[config.mk]
export PLATFORM = sky130hd
export DESIGN_NAME = lcbi_div
export DESIGN_NICKNAME = d
export VERILOG_FILES = /design/src/lcbi_pkg.sv /design/src/lcbi_div.sv
export SDC_FILE = /design/constraint.sdc
export NUM_CORES = 1
export LEC_CHECK = 0
export ABC_AREA = 1
export BUFFER_PORTS_ARGS = -buffer_cell sky130_fd_sc_hd__buf_2
export CORE_MARGIN = 8
export CORE_UTILIZATION = 52
export CTS_BUF_LIST = sky130_fd_sc_hd__clkbuf_4 sky130_fd_sc_hd__clkbuf_8 sky130_fd_sc_hd__clkbuf_16
export CTS_CLUSTER_DIAMETER = 100
export DETAILED_ROUTE_END_ITERATION = 8
export PLACE_DENSITY = 0.86
export SLEW_MARGIN = 20
export SYNTH_ARGS = -nofsm -noshare
export SYNTH_HDL_FRONTEND = slang
export SYNTH_SLANG_ARGS = --single-unit
export TNS_END_PERCENT = 1
[constraint.sdc]
create_clock -name clk_i -period 4.5 [get_ports clk_i]
set_input_delay 0.45 -clock clk_i [delete_from_list [all_inputs] [get_ports clk_i]]
set_output_delay 0.45 -clock clk_i [all_outputs]
set_load 0.1 [all_outputs]
[src/lcbi_pkg.sv]
// Shared types and constants of the linear / cubic blend interpolator.
// Used by the top level and by the long-division unit; depends on nothing.
`default_nettype none

package lcbi_pkg;

  // Command codes of an input item.
  localparam logic CMD_LOAD  = 1'b0;
  localparam logic CMD_QUERY = 1'b1;

  // Configuration register indexes.
  localparam logic CFG_KNOTS = 1'b0;
  localparam logic CFG_BLEND = 1'b1;

  // Result status codes.
  localparam logic [1:0] STAT_OK   = 2'd0;
  localparam logic [1:0] STAT_SAT  = 2'd1;
  localparam logic [1:0] STAT_ZERO = 2'd2;

  // Unit of the interval fraction t, Q1.30.
  localparam logic [30:0] T_ONE = 31'h4000_0000;
  // Unit of the blend weight, Q1.16.
  localparam logic [16:0] S_ONE = 17'h1_0000;

  // Steps of the divider: the fraction t has 30 quotient bits.
  localparam int unsigned    DIV_CNT_W = 6;
  localparam logic [DIV_CNT_W-1:0] T_STEPS = 6'd30;

  // One knot of the table as it sits in memory.
  typedef struct packed {
    logic signed [31:0] pos;
    logic signed [31:0] lvl;
    logic signed [31:0] grd;
  } lcbi_knot_t;

  // Control of one division run.
  typedef struct packed {
    logic                 start;
    logic [DIV_CNT_W-1:0] steps;
  } lcbi_div_ctl_t;

endpackage

`default_nettype wire

[src/lcbi_div.sv]
// Restoring long divider, one quotient bit per cycle, for the blend interpolator.
// Depends on lcbi_pkg for the control struct and the step counter width.
`default_nettype none

module lcbi_div #(
  parameter int unsigned NB = 51
) (
  input  wire                           clk_i,
  input  wire                           rst_ni,
  input  lcbi_pkg::lcbi_div_ctl_t       ctl_i,
  input  wire  [31:0]                   rem_init_i,
  input  wire  [NB-1:0]                 dividend_i,
  input  wire  [31:0]                   divisor_i,
  output logic                          busy_o,
  output logic [NB-1:0]                 quotient_o
);
  import lcbi_pkg::*;

  logic                 busy_q;
  logic [DIV_CNT_W-1:0] cnt_q;
  logic [31:0]          rem_q;
  logic [31:0]          div_q;
  logic [NB-1:0]        dvd_q;
  logic [NB-1:0]        quo_q;

  logic [32:0] trial;
  logic [32:0] diff;
  logic        fits;

  // The remainder always stays below the divisor, so 32 bits hold it.
  assign trial = {rem_q, dvd_q[NB-1]};
  assign diff  = trial - {1'b0, div_q};
  assign fits  = trial >= {1'b0, div_q};

  always_ff @(posedge clk_i or negedge rst_ni) begin
    if (!rst_ni) begin
      busy_q <= 1'b0;
      cnt_q  <= '0;
    end else if (ctl_i.start) begin
      busy_q <= 1'b1;
      cnt_q  <= ctl_i.steps;
      rem_q  <= rem_init_i;
      div_q  <= divisor_i;
      dvd_q  <= dividend_i;
      quo_q  <= '0;
    end else if (busy_q) begin
      rem_q <= fits ? diff[31:0] : trial[31:0];
      dvd_q <= {dvd_q[NB-2:0], 1'b0};
      quo_q <= {quo_q[NB-2:0], fits};
      cnt_q <= cnt_q - 1'b1;
      if (cnt_q == DIV_CNT_W'(1)) begin
        busy_q <= 1'b0;
      end
    end
  end

  assign busy_o     = busy_q;
  assign quotient_o = quo_q;

endmodule

`default_nettype wire

==> impl_metrics.json <==
{
  "status": "completed",
  "start_util_pct": 52.4,
  "crit_path_end": "rem_q[17]",
  "io_buffers": 175,
  "reg2reg_to": "rem_q[17]",
  "antenna_found_initial": 7,
  "drtPass1Iterations": 5,
  "skew_ps": 14.2,
  "relSlewSlack_pct": 26.0,
  "end_kind": "flip-flop",
  "ys_warn_count": 0,
  "ff2ff_setup_slack_ps": 1670,
  "die_height_um": 155,
  "cts_resized": 0,
  "clock-sinks": 173,
  "setup_viol": 0,
  "post_cts_buffers": 0,
  "synthCells": 1241,
  "gp_routability_congestion": 0.924,
  "pin_count": 176,
  "post-route-period-util_pct": 62.9,
  "finalWirelength_mm": 26.5,
  "synth_seq_cells": 173,
  "htreeDepth": 4,
  "drt_iter0_drc": 667,
  "powerDensity_nw_per_um2": 413,
  "grt_pass1_wl_mm": 42.9,
  "seqPwrFrac_pct": 41.2,
  "gr-total-overflow": 0,
  "p_leak_nw": 5.98,
  "postCtsHoldBufs": 1,
  "required_ps": 4800,
  "grt_usage_pct": 22.3,
  "hold_violations": 0,
  "maxCapViolations": 0,
  "clock.fmax_mhz": 353,
  "grt_max_degree": 84,
  "crit_path_start_kind": "flip-flop",
  "clockRootBuffer": "clkbuf_16",
  "dp.final_hpwl_mm": 19.4,
  "critPathKind": "flip-flop to flip-flop",
  "maxSlewViolCount": 0,
  "pwr-share-comb_pct": 27.9,
  "core_area_um2": 19300,
  "power_mw": 4.88,
  "fin_area_um2": 11800,
  "internal_power_mw": 3.16,
  "reg2reg_depth": 12,
  "hold_path.class": "input port to flip-flop",
  "avgSynthCellArea_um2": 8.14,
  "synthDistinctLibCells": 35,
  "syn-cell-area_um2": 10100,
  "finalCriticalPeriod_ps": 2830,
  "die_w_um": 155,
  "cp.arrival_ps": 3130,
  "p_switching_mw": 1.72,
  "cts_buffer_depth": 2,
  "drt-vias-per-instance": 5.11,
  "crit_fanout": 33,
  "die_area_um2": 24100,
  "vias": 8625,
  "worst_pin_slew_ps": 1110,
  "cts_tree": "done",
  "synth_nets": 1400,
  "tns_ps": 0,
  "fill_cells": 1691,
  "synth_seq_area_share_pct": 51.1,
  "startpoint": "rem_q[21]",
  "rows": 51,
  "wire_per_inst_um": 15.7,
  "drive_gt1_share_pct": 16.6,
  "final_nets": 1564,
  "pwr-share-clk_pct": 30.9,
  "r2r_start": "rem_q[21]",
  "cts_inserted_buffers": 17,
  "rsz0062_at_grt": "no",
  "swShare_pct": 35.3,
  "drc": 0,
  "placed_cell_area_um2": 11200,
  "drtAntennaViolNets": 0,
  "vdd_drop_max_v": 0.000305,
  "clock_latency_ps": 430,
  "path_clk_slew_ps": 70,
  "grt_pass1_vias": 8807,
  "area_delta_synth_final_pct": 17.0
}
[registers in the layout, summed over array words and instances, names as in the netlist]
| signal | count |
|---|---|
| rem_q | 32 |
| quotient_o | 51 |
| cnt_q | 6 |
| busy_o | 1 |
| dvd_q | 51 |
| div_q | 32 |
[stage by stage]
step	hold WS, ps	setup slack, ps	std cells	util, %
after floorplan	154	677	1241	-
after global routing	171	1370	1685	61.3
after CTS	173	1670	1683	61.3
final	185	1670	1687	61.3
after global placement	313	1750	1650	58.0
after detailed placement	316	1680	1650	58.0
[logic make-up after synthesis]
group                      count (synthesis)  share of synthesized area, %
adders and majority gates                 35                          4.41
DFF                                      173                          51.1
and+or+nand+nor                          672                          27.9
xor gates and xnor gates                  18                          1.56
buffers and inverters                    262                          10.2
AOI/OAI and AO/OA                         81                          4.88
[worst min path at each step]
stage	slack, ps	startpoint	to	cells past startpoint
finish	190	divisor_i[25]	div_q[25]	1
global placement	310	rst_ni	cnt_q[0]	1
detailed placement	320	rst_ni	cnt_q[0]	1
floorplan	150	rst_ni	busy_o	0
global route	170	divisor_i[26]	div_q[26]	1
CTS	170	divisor_i[2]	div_q[2]	1
[Yosys cell counts]
cell	number	share of area [%]
a21oi_1	19	0.94
and2_1	2	0.12
buf_1	1	0.037
buf_2	4	0.20
buf_6	4	0.45
buf_8	1	0.15
clkbuf_1	29	1.1
clkinv_1	2	0.074
dfrtp_1	7	1.7
edfxtp_1	166	49
fa_1	1	0.20
ha_1	34	4.2
inv_1	218	8.1
inv_2	3	0.11
nand2_1	498	19
nand2_2	4	0.25
nand2_4	2	0.22
nand3_1	66	3.3
nand3_2	5	0.50
nand3b_1	26	1.9
nand4_1	11	0.68
nor2_1	48	1.8
nor2_2	3	0.19
nor2_4	1	0.11
nor3_1	4	0.20
nor4_1	1	0.062
o211ai_1	3	0.22
o21a_1	2	0.15
o21ai_0	4	0.20
o21bai_1	1	0.074
o221ai_1	3	0.26
o22ai_1	49	3.0
or2_2	1	0.062
xnor2_1	15	1.3
xor2_1	3	0.26
[cell type report]
class	count	area, um2	area share, %
flip-flops and latches	173	5160	43.7
multi-input cells	806	3920	33.2
repair buffers	184	946	8.01
inverters	223	837	7.08
clock buffers	18	433	3.66
well taps	265	332	2.81
clock inverters	14	178	1.50
diodes	4	10.0	0.0847
[metal layers]
layer  part of all wire, %  global-route usage (%)  up-vias
met2                    48                    37.6      296
met5                  0.18                       0        -
met1                    42                    26.7     3971
met3                   8.1                    6.99       51
met4                   2.0                    7.44        8
li1                      -                       -     4299
[cell usage in the layout (no fill, tap or decap), drive strengths merged, types with 3 or more instances in the layout]
cell	instances
o211ai	3
xor2	3
a21oi	19
o22ai	49
clkinv	8
clkinvlp	3
nor2	52
o221ai	3
nand2	504
clkbuf	18
dfrtp	7
o21ai	4
buf	183
edfxtp	166
nand3	71
xnor2	15
nor3	4
inv	225
diode	4
nand3b	26
ha	34
nand4	11
[critical path, cell delays in order, from the launching register on]
cell,delay [ps]
edfxtp_1,390
ha_1,390
nand2_1,140
inv_2,50
nand2_2,90
inv_2,40
a21oi_1,180
nor2_1,100
nor2_4,520
nand2_4,390
nand2_1,200
nand3_1,80
nand2_1,100
[power by group through the flow]
stage          sequential [mW]  clock [mW]  combinational [mW]
6_report                  2.01        1.51                1.36
5_1_grt                   2.03        1.58                1.52
4_1_cts                   2.01        1.53                1.36
3_5_place_dp              2.04           0                1.35
3_3_place_gp              2.04           0                1.32
2_1_floorplan             2.27           0               0.805
Note: power is estimated with default switching activity, not from simulation.
